==> src/rtl/core/hdlctx_pkg.sv <==
package hdlctx_pkg;

  localparam int BYTE_W = 8;
  localparam int CRC_W  = 16;
  localparam int SCR_W  = 17;
  localparam int RUN_W  = 3;
  localparam int SEG_W  = 10;
  localparam int LEN_W  = 4;
  localparam int ACC_W  = SEG_W + BYTE_W;
  localparam int CNT_W  = 5;

  localparam int SCR_TAP_A = 16;
  localparam int SCR_TAP_B = 11;

  localparam logic [BYTE_W-1:0] FLAG_PATTERN = 8'h7E;
  localparam logic [CRC_W-1:0]  CRC_POLY     = 16'h1021;
  localparam logic [CRC_W-1:0]  CRC_INIT     = 16'hFFFF;
  localparam logic [RUN_W-1:0]  STUFF_RUN    = 3'd5;

  localparam int CFG_DW    = 32;
  localparam int CFG_AW    = 3;
  localparam int REG_IDX_W = CFG_AW - 2;
  localparam logic [REG_IDX_W-1:0] REG_LINE_MODE = 1'd0;
  localparam logic [REG_IDX_W-1:0] REG_SCR_SEED  = 1'd1;

  localparam int SEG_Q_DEPTH_DEF = 2;
  localparam int OUT_Q_DEPTH_DEF = 2;

  typedef enum logic [1:0] {
    OP_START = 2'd0,
    OP_FLAG  = 2'd1,
    OP_DATA  = 2'd2,
    OP_END   = 2'd3
  } op_t;

  typedef struct packed {
    op_t               op;
    logic [BYTE_W-1:0] data_byte;
  } in_item_t;

  typedef struct packed {
    logic [BYTE_W-1:0] out_byte;
    logic              run_last;
    logic              frame_last;
  } out_item_t;

  // line bits of one byte after stuffing, first bit in the top position
  typedef struct packed {
    logic [SEG_W-1:0] bits;
    logic [LEN_W-1:0] len;
    logic             restart;
    logic             seg_last;
    logic             is_end;
  } seg_t;

  typedef struct packed {
    logic             line_mode;
    logic [SCR_W-1:0] scrambler_seed;
  } cfg_t;

endpackage

==> src/rtl/core/hdlctx_queue.sv <==
module hdlctx_queue #(
  parameter type item_t = logic,
  parameter int  DEPTH  = 2
) (
  input  logic  clk,
  input  logic  rst_n,
  input  logic  push,
  input  item_t wr_item,
  output logic  full,
  input  logic  pop,
  output item_t rd_item,
  output logic  empty
);
  localparam int PW = (DEPTH > 1) ? $clog2(DEPTH) : 1;
  localparam int CW = $clog2(DEPTH + 1);

  item_t mem [DEPTH];
  logic [PW-1:0] wr_ptr_r, rd_ptr_r;
  logic [CW-1:0] count_r;
  logic do_push, do_pop;

  assign full    = (count_r == CW'(DEPTH));
  assign empty   = (count_r == '0);
  assign do_push = push && !full;
  assign do_pop  = pop && !empty;
  assign rd_item = mem[rd_ptr_r];

  always_ff @(posedge clk) begin
    if (do_push) begin
      mem[wr_ptr_r] <= wr_item;
    end
  end

  always_ff @(posedge clk) begin
    if (!rst_n) begin
      wr_ptr_r <= '0;
      rd_ptr_r <= '0;
      count_r  <= '0;
    end else begin
      if (do_push) begin
        wr_ptr_r <= (wr_ptr_r == PW'(DEPTH - 1)) ? '0 : wr_ptr_r + PW'(1);
      end
      if (do_pop) begin
        rd_ptr_r <= (rd_ptr_r == PW'(DEPTH - 1)) ? '0 : rd_ptr_r + PW'(1);
      end
      if (do_push && !do_pop) begin
        count_r <= count_r + CW'(1);
      end else if (do_pop && !do_push) begin
        count_r <= count_r - CW'(1);
      end
    end
  end

endmodule

==> src/rtl/core/hdlctx_cfg.sv <==
module hdlctx_cfg (
  input  logic                               clk,
  input  logic                               rst_n,
  input  logic                               psel,
  input  logic                               penable,
  input  logic                               pwrite,
  input  logic [hdlctx_pkg::CFG_AW-1:0]      paddr,
  input  logic [hdlctx_pkg::CFG_DW-1:0]      pwdata,
  output logic [hdlctx_pkg::CFG_DW-1:0]      prdata,
  output logic                               pready,
  output hdlctx_pkg::cfg_t                   cfg
);
  import hdlctx_pkg::*;

  logic             line_mode_r;
  logic [SCR_W-1:0] seed_r;
  logic [REG_IDX_W-1:0] reg_idx;
  logic wr_en;

  assign pready  = 1'b1;
  assign reg_idx = paddr[CFG_AW-1:2];
  assign wr_en   = psel && penable && pwrite && pready;

  always_comb begin
    unique case (reg_idx)
      REG_LINE_MODE: prdata = CFG_DW'(line_mode_r);
      REG_SCR_SEED:  prdata = CFG_DW'(seed_r);
      default:       prdata = '0;
    endcase
  end

  always_ff @(posedge clk) begin
    if (!rst_n) begin
      line_mode_r <= 1'b0;
      seed_r      <= '0;
    end else if (wr_en) begin
      unique case (reg_idx)
        REG_LINE_MODE: line_mode_r <= pwdata[0];
        REG_SCR_SEED:  seed_r      <= pwdata[SCR_W-1:0];
        default: ;
      endcase
    end
  end

  assign cfg.line_mode      = line_mode_r;
  assign cfg.scrambler_seed = seed_r;

endmodule

==> src/rtl/core/hdlctx_stuff.sv <==
module hdlctx_stuff (
  input  logic                 clk,
  input  logic                 rst_n,
  input  logic                 in_push,
  input  hdlctx_pkg::in_item_t in_item,
  output logic                 in_full,
  output logic                 seg_push,
  output hdlctx_pkg::seg_t     seg_item,
  input  logic                 seg_full
);
  import hdlctx_pkg::*;

  typedef enum logic [2:0] {
    PH_IDLE   = 3'b001,
    PH_CRC_LO = 3'b010,
    PH_FLAG   = 3'b100
  } phase_t;

  phase_t phase_r, phase_nxt;
  logic [CRC_W-1:0]  crc_r, crc_nxt;
  logic [RUN_W-1:0]  ones_r, ones_nxt;
  logic              accept, stuff_en;
  logic [BYTE_W-1:0] raw, sh;
  logic [RUN_W-1:0]  ones_run;
  logic [SEG_W-1:0]  bits;
  logic [LEN_W-1:0]  pos;

  function automatic logic [CRC_W-1:0] crc_byte(input logic [CRC_W-1:0] crc,
                                                input logic [BYTE_W-1:0] b);
    logic [CRC_W-1:0] c;
    c = crc ^ {b, {(CRC_W-BYTE_W){1'b0}}};
    for (int j = 0; j < BYTE_W; j++) begin
      c = c[CRC_W-1] ? ({c[CRC_W-2:0], 1'b0} ^ CRC_POLY) : {c[CRC_W-2:0], 1'b0};
    end
    return c;
  endfunction

  always_comb begin
    in_full   = seg_full || (phase_r != PH_IDLE);
    accept    = in_push && !in_full;
    raw       = FLAG_PATTERN;
    stuff_en  = 1'b0;
    crc_nxt   = crc_r;
    phase_nxt = phase_r;
    seg_push  = 1'b0;
    seg_item.restart  = 1'b0;
    seg_item.seg_last = 1'b1;
    seg_item.is_end   = 1'b0;

    unique case (phase_r)
      PH_CRC_LO: begin
        raw               = crc_r[BYTE_W-1:0];
        stuff_en          = 1'b1;
        seg_item.seg_last = 1'b0;
        seg_item.is_end   = 1'b1;
        seg_push          = !seg_full;
        if (!seg_full) begin
          phase_nxt = PH_FLAG;
        end
      end
      PH_FLAG: begin
        seg_item.is_end = 1'b1;
        seg_push        = !seg_full;
        if (!seg_full) begin
          phase_nxt = PH_IDLE;
        end
      end
      PH_IDLE: begin
        seg_push = accept;
        unique case (in_item.op)
          OP_START: begin
            seg_item.restart = 1'b1;
            if (accept) begin
              crc_nxt = CRC_INIT;
            end
          end
          OP_FLAG: ;
          OP_DATA: begin
            raw      = in_item.data_byte;
            stuff_en = 1'b1;
            if (accept) begin
              crc_nxt = crc_byte(crc_r, in_item.data_byte);
            end
          end
          OP_END: begin
            raw               = crc_r[CRC_W-1:BYTE_W];
            stuff_en          = 1'b1;
            seg_item.seg_last = 1'b0;
            seg_item.is_end   = 1'b1;
            if (accept) begin
              phase_nxt = PH_CRC_LO;
            end
          end
          default: ;
        endcase
      end
      default: phase_nxt = PH_IDLE;
    endcase

    // zero inserted after five ones; inserted bits are already zero in bits
    bits     = '0;
    pos      = '0;
    sh       = raw;
    ones_run = ones_r;
    for (int i = 0; i < BYTE_W; i++) begin
      bits[LEN_W'(SEG_W - 1) - pos] = sh[BYTE_W-1];
      pos = pos + LEN_W'(1);
      if (stuff_en) begin
        if (sh[BYTE_W-1]) begin
          ones_run = ones_run + RUN_W'(1);
          if (ones_run >= STUFF_RUN) begin
            pos      = pos + LEN_W'(1);
            ones_run = '0;
          end
        end else begin
          ones_run = '0;
        end
      end
      sh = sh << 1;
    end
    if (!stuff_en) begin
      ones_run = '0;
    end

    seg_item.bits = bits;
    seg_item.len  = pos;
    ones_nxt      = seg_push ? ones_run : ones_r;
  end

  always_ff @(posedge clk) begin
    if (!rst_n) begin
      phase_r <= PH_IDLE;
      crc_r   <= CRC_INIT;
      ones_r  <= '0;
    end else begin
      phase_r <= phase_nxt;
      crc_r   <= crc_nxt;
      ones_r  <= ones_nxt;
    end
  end

endmodule

==> src/rtl/core/hdlctx_code.sv <==
module hdlctx_code (
  input  logic                  clk,
  input  logic                  rst_n,
  input  hdlctx_pkg::cfg_t      cfg,
  input  logic                  seg_empty,
  input  hdlctx_pkg::seg_t      seg_item,
  output logic                  seg_pop,
  output logic                  out_push,
  output hdlctx_pkg::out_item_t out_item,
  input  logic                  out_full
);
  import hdlctx_pkg::*;

  logic [ACC_W-1:0] acc_r, acc_nxt, acc_left;
  logic [CNT_W-1:0] cnt_r, cnt_nxt, cnt_left, sum;
  logic             level_r, level_nxt, level;
  logic [SCR_W-1:0] scr_r, scr_nxt, scr;
  logic             tag_last_r, tag_last_nxt, tag_end_r, tag_end_nxt;
  logic             pop_byte, raw_bit, c;
  logic [SEG_W-1:0] sh, coded;

  always_comb begin
    pop_byte = (cnt_r >= CNT_W'(BYTE_W)) && !out_full;
    cnt_left = pop_byte ? cnt_r - CNT_W'(BYTE_W) : cnt_r;
    acc_left = pop_byte ? (acc_r << BYTE_W) : acc_r;
    seg_pop  = !seg_empty && (cnt_left < CNT_W'(BYTE_W));

    level = seg_item.restart ? 1'b0 : level_r;
    scr   = seg_item.restart ? cfg.scrambler_seed : scr_r;
    sh    = seg_item.bits;
    coded = '0;
    for (int i = 0; i < SEG_W; i++) begin
      raw_bit = sh[SEG_W-1];
      c       = 1'b0;
      if (LEN_W'(i) < seg_item.len) begin
        if (cfg.line_mode) begin
          c   = raw_bit ^ scr[SCR_TAP_A] ^ scr[SCR_TAP_B];
          scr = {scr[SCR_W-2:0], c};
        end else begin
          if (!raw_bit) begin
            level = ~level;
          end
          c = level;
        end
      end
      coded = {coded[SEG_W-2:0], c};
      sh    = sh << 1;
    end

    // closing flag: round up to a whole byte, pad bits stay zero
    sum = cnt_left + CNT_W'(seg_item.len);
    if (seg_item.is_end && seg_item.seg_last && (sum[2:0] != 3'd0)) begin
      sum = {sum[CNT_W-1:3] + (CNT_W-3)'(1), 3'd0};
    end

    acc_nxt      = acc_left;
    cnt_nxt      = cnt_left;
    level_nxt    = level_r;
    scr_nxt      = scr_r;
    tag_last_nxt = tag_last_r;
    tag_end_nxt  = tag_end_r;
    if (seg_pop) begin
      acc_nxt      = acc_left | ({coded, {BYTE_W{1'b0}}} >> cnt_left);
      cnt_nxt      = sum;
      level_nxt    = level;
      scr_nxt      = scr;
      tag_last_nxt = seg_item.seg_last;
      tag_end_nxt  = seg_item.is_end;
    end

    out_push            = pop_byte;
    out_item.out_byte   = acc_r[ACC_W-1 -: BYTE_W];
    out_item.run_last   = tag_last_r && (cnt_r < CNT_W'(2 * BYTE_W));
    out_item.frame_last = tag_last_r && (cnt_r < CNT_W'(2 * BYTE_W)) && tag_end_r;
  end

  always_ff @(posedge clk) begin
    if (!rst_n) begin
      acc_r      <= '0;
      cnt_r      <= '0;
      level_r    <= 1'b0;
      scr_r      <= '0;
      tag_last_r <= 1'b0;
      tag_end_r  <= 1'b0;
    end else begin
      acc_r      <= acc_nxt;
      cnt_r      <= cnt_nxt;
      level_r    <= level_nxt;
      scr_r      <= scr_nxt;
      tag_last_r <= tag_last_nxt;
      tag_end_r  <= tag_end_nxt;
    end
  end

endmodule

==> src/rtl/core/hdlc_tx_framer_stuff_scramble.sv <==
// Throughput: while the segment queue has room the stuffer takes one item per cycle;
// an end-of-frame item emits three segments (CRC high, CRC low, closing flag) and
// blocks input meanwhile; while the output queue has room the coder/packer releases
// one byte per cycle, which sets the sustained rate (1 to 2 bytes per data item).
// Reset (synchronous, rst_n low): queues empty, CRC to 0xFFFF, stuffing, line,
// scrambler and packing state and both config registers to zero.
module hdlc_tx_framer_stuff_scramble #(
  parameter int SEG_Q_DEPTH = hdlctx_pkg::SEG_Q_DEPTH_DEF,
  parameter int OUT_Q_DEPTH = hdlctx_pkg::OUT_Q_DEPTH_DEF
) (
  input  logic                          clk,
  input  logic                          rst_n,
  input  logic                          in_push,
  input  hdlctx_pkg::in_item_t          in_item,
  output logic                          in_full,
  output logic                          out_empty,
  input  logic                          out_pop,
  output hdlctx_pkg::out_item_t         out_item,
  input  logic                          cfg_psel,
  input  logic                          cfg_penable,
  input  logic                          cfg_pwrite,
  input  logic [hdlctx_pkg::CFG_AW-1:0] cfg_paddr,
  input  logic [hdlctx_pkg::CFG_DW-1:0] cfg_pwdata,
  output logic [hdlctx_pkg::CFG_DW-1:0] cfg_prdata,
  output logic                          cfg_pready
);
  import hdlctx_pkg::*;

  cfg_t      cfg;
  seg_t      seg_wr, seg_rd;
  logic      seg_push, seg_full, seg_pop, seg_empty;
  out_item_t res_wr;
  logic      res_push, res_full;

  hdlctx_cfg u_cfg (
    .clk     (clk),
    .rst_n   (rst_n),
    .psel    (cfg_psel),
    .penable (cfg_penable),
    .pwrite  (cfg_pwrite),
    .paddr   (cfg_paddr),
    .pwdata  (cfg_pwdata),
    .prdata  (cfg_prdata),
    .pready  (cfg_pready),
    .cfg     (cfg)
  );

  hdlctx_stuff u_stuff (
    .clk      (clk),
    .rst_n    (rst_n),
    .in_push  (in_push),
    .in_item  (in_item),
    .in_full  (in_full),
    .seg_push (seg_push),
    .seg_item (seg_wr),
    .seg_full (seg_full)
  );

  hdlctx_queue #(
    .item_t (seg_t),
    .DEPTH  (SEG_Q_DEPTH)
  ) u_seg_q (
    .clk     (clk),
    .rst_n   (rst_n),
    .push    (seg_push),
    .wr_item (seg_wr),
    .full    (seg_full),
    .pop     (seg_pop),
    .rd_item (seg_rd),
    .empty   (seg_empty)
  );

  hdlctx_code u_code (
    .clk       (clk),
    .rst_n     (rst_n),
    .cfg       (cfg),
    .seg_empty (seg_empty),
    .seg_item  (seg_rd),
    .seg_pop   (seg_pop),
    .out_push  (res_push),
    .out_item  (res_wr),
    .out_full  (res_full)
  );

  hdlctx_queue #(
    .item_t (out_item_t),
    .DEPTH  (OUT_Q_DEPTH)
  ) u_out_q (
    .clk     (clk),
    .rst_n   (rst_n),
    .push    (res_push),
    .wr_item (res_wr),
    .full    (res_full),
    .pop     (out_pop),
    .rd_item (out_item),
    .empty   (out_empty)
  );

  a_seg_no_overrun: assert property (@(posedge clk) disable iff (!rst_n)
    seg_push |-> !seg_full)
    else $error("segment pushed into full queue");

  a_res_no_overrun: assert property (@(posedge clk) disable iff (!rst_n)
    res_push |-> !res_full)
    else $error("result pushed into full queue");

  a_reset_empty: assert property (@(posedge clk)
    !rst_n |=> out_empty)
    else $error("results pending right after reset");

  a_frame_last_is_run_last: assert property (@(posedge clk) disable iff (!rst_n)
    (!out_empty && out_item.frame_last) |-> out_item.run_last)
    else $error("frame end item not marked as last of its run");

endmodule

==> config.mk <==
export PLATFORM = sky130hd
export DESIGN_NAME = hdlc_tx_framer_stuff_scramble
export DESIGN_NICKNAME = d
export VERILOG_FILES = /design/src/rtl/core/hdlctx_pkg.sv /design/src/rtl/core/hdlctx_queue.sv /design/src/rtl/core/hdlctx_cfg.sv /design/src/rtl/core/hdlctx_stuff.sv /design/src/rtl/core/hdlctx_code.sv /design/src/rtl/core/hdlc_tx_framer_stuff_scramble.sv
export SDC_FILE = /design/constraint.sdc
export NUM_CORES = 1
export LEC_CHECK = 0
export ABC_CLOCK_PERIOD_IN_PS = 8800
export BUFFER_PORTS_ARGS = -buffer_cell sky130_fd_sc_hd__buf_2
export CORE_MARGIN = 5
export CORE_UTILIZATION = 57
export CTS_BUF_LIST = sky130_fd_sc_hd__clkbuf_8 sky130_fd_sc_hd__clkbuf_16
export DETAILED_ROUTE_END_ITERATION = 7
export GPL_ROUTABILITY_DRIVEN = 0
export PLACE_DENSITY = 0.79
export SETUP_SLACK_MARGIN = 0.1
export SLEW_MARGIN = 20
export SYNTH_ARGS = -nofsm -noshare
export SYNTH_HDL_FRONTEND = slang
export SYNTH_SLANG_ARGS = --single-unit
==> constraint.sdc <==
create_clock -name clk -period 8.8 [get_ports clk]
set_clock_uncertainty 0.1 [all_clocks]
set_input_delay 0.88 -clock clk [delete_from_list [all_inputs] [get_ports clk]]
set_output_delay 0.88 -clock clk [all_outputs]
set_load 0.01 [all_outputs]
-- Word level (Yosys, flattened, before mapping)
Memory sizes are Yosys's and may differ from the RTL's. A register that Yosys moved wholly into a read port is not among the register bits.
Cells that the tools add are included.
- reduce and logical (&&, ||, !) cells: 47
- magnitude comparators: 35
- multiplexer cells: 189
- div/mod/pow operators: 0
- shift operators: 1
- equality and inequality tests: 14
- multiply operators: 0
- add/sub/neg operators: 40
- bitwise logic cells: 41
- operators by type and width (kind ; count):
    $mux 17 ; 21
    $mux 13 ; 8
    $mux 4 ; 23
    $mux 3 ; 28
    $mux 1 ; 73
    $bwmux 10 ; 7
    $pmux 32 s2 ; 1
    $add 4x1->4 const B ; 14
    $mux 18 ; 2
    $lt 4x5->1 const B ; 7
    $mux 16 ; 2
    $pmux 16 s2 ; 1
    $pmux 8 s2 ; 2
    $demux 1 s4 ; 7
    $ge 4x1->1 const B ; 7
    $sub 4x4->4 const A ; 7
    $add 3x1->3 const B ; 8
    $ge 3x3->1 const B ; 8
    $logic_and 1x1->1 ; 24
    $not 3->3 ; 8
    $xor 1x1->1 ; 20
    $or 18x18->18 ; 1
    $shr 18x5->18 ; 1
    $lt 3x4->1 const A ; 4
    other kinds (32) ; 83
- bits in read-only memories: 0
- word-level logic and storage cells: 386
- output and inout bits: 45
- register bits after elaboration: 91
- latch bits: 0
- bits in writable memories: 54
- memories: 2
- memory list (name ; words ; width ; rd ports ; clocked after Yosys merged registers in ; write ports ; line ; RTL):
    u_seg_q.mem ; 2 ; 17 ; 1 ; 1 ; 1 ; hdlctx_queue.sv:17 ; item_t mem [DEPTH];
    u_out_q.mem ; 2 ; 10 ; 1 ; 1 ; 1 ; hdlctx_queue.sv:17 ;

-- Longest topological paths before layout
- depth after elaboration: 44
- depth in mapped cells: 50

-- Cells and area by module
Synthesis repeated with hierarchy kept, for this count alone.
- cells, all modules: 1725
- area total of the unflattened synthesis: 14440.1 µm²
- modules (own cells, without submodules) (module ; cells each ; instances ; sequential area each (µm²) ; area an instance (µm²)):
    hdlctx_code ; 830 ; 1 ; 860.8 ; 5900.7
    hdlctx_stuff ; 644 ; 1 ; 440.4 ; 5138.7
    hdlctx_queue (u_seg_q) ; 78 ; 1 ; 1121.1 ; 1458.9
    hdlctx_cfg ; 116 ; 1 ; 360.3 ; 996.0
    hdlctx_queue (u_out_q) ; 57 ; 1 ; 700.7 ; 945.9

-- Worst setup path after synthesis
OpenSTA, ideal clock, no wires.
- kind: input to register
- from: input in_item[9] in the netlist's numbering
- to: memory u_seg_q.mem[0][11] in the netlist's numbering, data pin
- cell stages on the path: 45
- buffers on the path: 4
- setup slack: -819 ps
- data required time: 8424 ps
- arrival time: 9243 ps
- cells stage by stage: nand4bb_1 > buf_2 > nand2_1 > clkbuf_1 > nor2_1 > a21oi_1 > inv_1 > ha_1 > inv_1 > o22ai_1 > or2_2 > a31oi_1 > inv_1 > ha_1 > nand2_1 > o211ai_1 > or3_1 > o31ai_1 > [... 9 more ...] > a21oi_1 > inv_1 > ha_1 > clkbuf_1 > nor4b_1 > nor4b_1 > a211oi_1 > xnor2_1 > nor2_1 > ha_1 > xnor2_1 > xor2_1 > inv_1 > ha_1 > xor2_1 > xor2_2 > nand3_1 > mux2i_1
- RTL lines (what ; line ; RTL):
    start, declared ; hdlc_tx_framer_stuff_scramble.sv:14 ; input hdlctx_pkg::in_item_t in_item,
    end, declared ; hdlctx_queue.sv:17 ;

==> reports/qor.yml <==
dieHeight_um: 165
dieArea_um2: 27300
cp_max_fo: 6
max_cap_viol_count: 0
cp_slowest_cell: "or3_4"
r2r_cells: 41
setup_viol: 0
ys_seq_area_frac: 0.253
synth_cell_type_count: 94
portBuffers: 63
dr.pass1.iters: 6
place_ws_ps: -184
cp_num_buf_inv: 9
drive_gt1_frac: 0.164
hold_viol: 0
synth_area_per_cell_um2: 7.92
hp-class: "reg -> reg"
synth_cells: 1735
cts_made_buffers: 17
leakage_uw: 0.00634
slowest_delay_ps: 420
clock_latency_ps: 440
drt-initial-drc-count: 1420
max_slew_margin: 0.272
clkSinkCount: 147
cts_tree: "yes"
syn2layout_area_growth_pct: 13.1
path_clk_slew_ps: 80
diodes: 0
hold_depth: 0
grt_pass1_wl_mm: 63.5
startpoint_type: "input port"
drc: 0
setup_slack_ps: 386
core_um2: 23600
worstPathArrival_ps: 8440
multi_input_area_um2: 9860
routed_wirelength_mm: 39.7
period_share: 0.956
ioPinCount: 97
peakVddDrop_v: 0.000333
die_w_um: 165
grt_antenna_before_repair: 4
cts_hold_buf: 0
wl_per_cell_um: 18.7
placed_cell_area_um2: 14700
design_area_um2: 15600
finish.utilization: 0.659
path_delay_family: "simple AND/OR/NAND/NOR gates"
max_freq_mhz: 119
nets: 1912
first_global_vias: 12600
synth-async-reset-ratio: 0
htreeDepth: 4
critPathRequiredTime_ps: 8830
status: "completed"
synth-edff-count: 54
postRouteAntennaNets: 0
grt_usage: 0.284
cts_root_buf: "clkbuf_16"
power_density_nw_per_um2: 345
vias_per_cell: 6.30
n_fill_cell: 1944
rows: 56
fin_crit_ps: 8410
slew_violations: 0
cts_max_path_buffers: 2
ys_ff_latch: 147
netlist_area_um2: 13700
grt-ovfl-total: 0
initial_core_util: 0.582
crit_type: "in -> reg"
endpoint_kind: "flop"
vias: 13400
seq_area_um2: 3490
yosys_warnings: 0
worst-path-stages: 42
synth-main-ff-cell: "dfxtp_1"
tightest_slew_ps: 1090
grt_max_degree: 92
dpl.hpwl_mm: 28.8
## worst paths after layout
path | from | end | slack, ps
min reg2reg | u_code.acc_r[11] | u_out_q.mem[0][3] | 360
max | in_item[8] | u_seg_q.mem[0][12] | 390
max reg2reg | u_stuff.phase_r[1] | u_seg_q.mem[0][12] | 400
min | u_code.acc_r[11] | u_out_q.mem[0][3] | 360
## worst register-to-register path, delay by kind of cell (launching register included)
| family | cells | cell delay (ps) |
|---|---|---|
| fa+ha+maj | 6 | 1460 |
| simple gates | 11 | 2300 |
| mux | 1 | 180 |
| compound gates | 8 | 1310 |
| flops | 1 | 430 |
| buf+inv | 8 | 820 |
| xor+xnor | 7 | 1480 |
## synth_stat cells (6+ instances only)
cell	n	area (µm²)
nand2_1	223	837
nor2_1	146	548
o21ai_0	105	526
mux2i_1	99	991
dfxtp_1	93	1860
a21oi_1	88	440
clkbuf_1	84	315
nand3_1	71	355
ha_1	65	813
inv_1	58	218
xnor2_1	56	490
edfxtp_1	54	1620
xor2_1	47	412
and2_1	41	257
a21boi_0	40	300
nor3_1	29	145
a31oi_1	27	169
a211oi_1	26	195
mux2_2	26	293
o22ai_1	26	163
o211ai_1	18	135
nor2b_1	17	106
buf_4	16	120
buf_1	15	56.3
o211a_1	15	150
and3_1	14	87.6
nand3b_1	14	105
nand2b_1	11	68.8
a32oi_1	10	87.6
nor3b_1	10	75.1
o21a_1	10	75.1
o221ai_1	9	78.8
nand4_1	8	50.1
o31ai_1	8	60.1
a211o_1	7	61.3
a21o_1	7	52.6
nor4_1	7	43.8
or3_1	7	43.8
a221oi_1	6	52.6
a311oi_1	6	52.6
o21ai_1	6	30.0
or2_2	6	37.5
## stage by stage
step	TNS, ps	hold slack, ps	cells	total power, µW
floorplan	0	320	1749	3620
global placement	0	334	2086	4380
detailed placement	-2280	345	2086	4480
CTS	0	357	2118	5250
global route	-109	375	2126	5720
finish	0	360	2126	5360
## per-layer routing
metal  track usage  vias to the layer above  part of all wire
met3        0.0506                      104             0.081
met2         0.483                      579              0.48
li1              -                     6359                 -
met4        0.0991                        8             0.026
met1         0.363                     6347              0.41
met5             0                        -            0.0012
## sequential cells by signal, indices dropped and copies added, names as in the netlist, 2 cells and up, named ones only
register,cells
u_seg_q.mem,34
u_out_q.mem,20
u_code.acc_r,18
u_cfg.seed_r,17
u_code.scr_r,17
u_stuff.crc_r,16
u_code.cnt_r,5
u_stuff.ones_r,3
u_stuff.phase_r,3
u_out_q.count_r,2
u_seg_q.count_r,2
## logic make-up (layout without fill, tap and decap cells)
kind of cell | after synthesis | in the layout | share of synthesized area
compound gates | 474 | 474 | 0.236
xor+xnor | 114 | 114 | 0.0822
fa+ha+maj | 66 | 66 | 0.0606
buf+inv | 182 | 240 | 0.0551
flops | 147 | 147 | 0.253
mux | 128 | 128 | 0.0983
other cells | 2 | 16 | 0.000546
simple gates | 622 | 622 | 0.214
## layout by cell type, fill, tap and decap left out, types with 8 or more instances in the layout
cell type,instances
nand2_1,222
nor2_1,140
o21ai_0,104
mux2i_1,97
dfxtp_1,88
a21oi_1,83
buf_4,82
nand3_1,71
buf_2,63
ha_1,60
inv_1,58
edfxtp_1,54
xnor2_1,53
and2_1,41
xor2_1,41
a21boi_0,39
nor3_1,28
mux2_2,26
a31oi_1,25
a211oi_1,25
o22ai_1,24
o211ai_1,18
nor2b_1,17
clkbuf_16,17
conb_1,16
nand3b_1,14
o211a_1,14
and3_1,14
nand2b_1,11
nor3b_1,10
a32oi_1,10
o21a_1,10
xor2_2,9
o221ai_1,9
nand4_1,8
## cell type report
type,count,share of cell area
clock inverter,15,0.0117
timing repair buffer,147,0.0619
tap,319,0.0257
sequential,147,0.224
inverter,61,0.0147
multi-input combinational,1420,0.634
clock buffer,17,0.0274
## power breakdown
| group | total (µW) | internal (µW) | switching (µW) | leakage, µW |
|---|---|---|---|---|
| Combinational | 3560 | 1390 | 2170 | 0.00478 |
| Clock | 738 | 385 | 353 | 0.000291 |
| Sequential | 1070 | 925 | 141 | 0.00127 |
| Total | 5360 | 2700 | 2660 | 0.00634 |
## repair_timing
action	CTS	global route
gates resized for setup	0	25
setup buffers	0	8
endpoints found under the setup margin	0	31
Power figures use the tool's default switching activity.
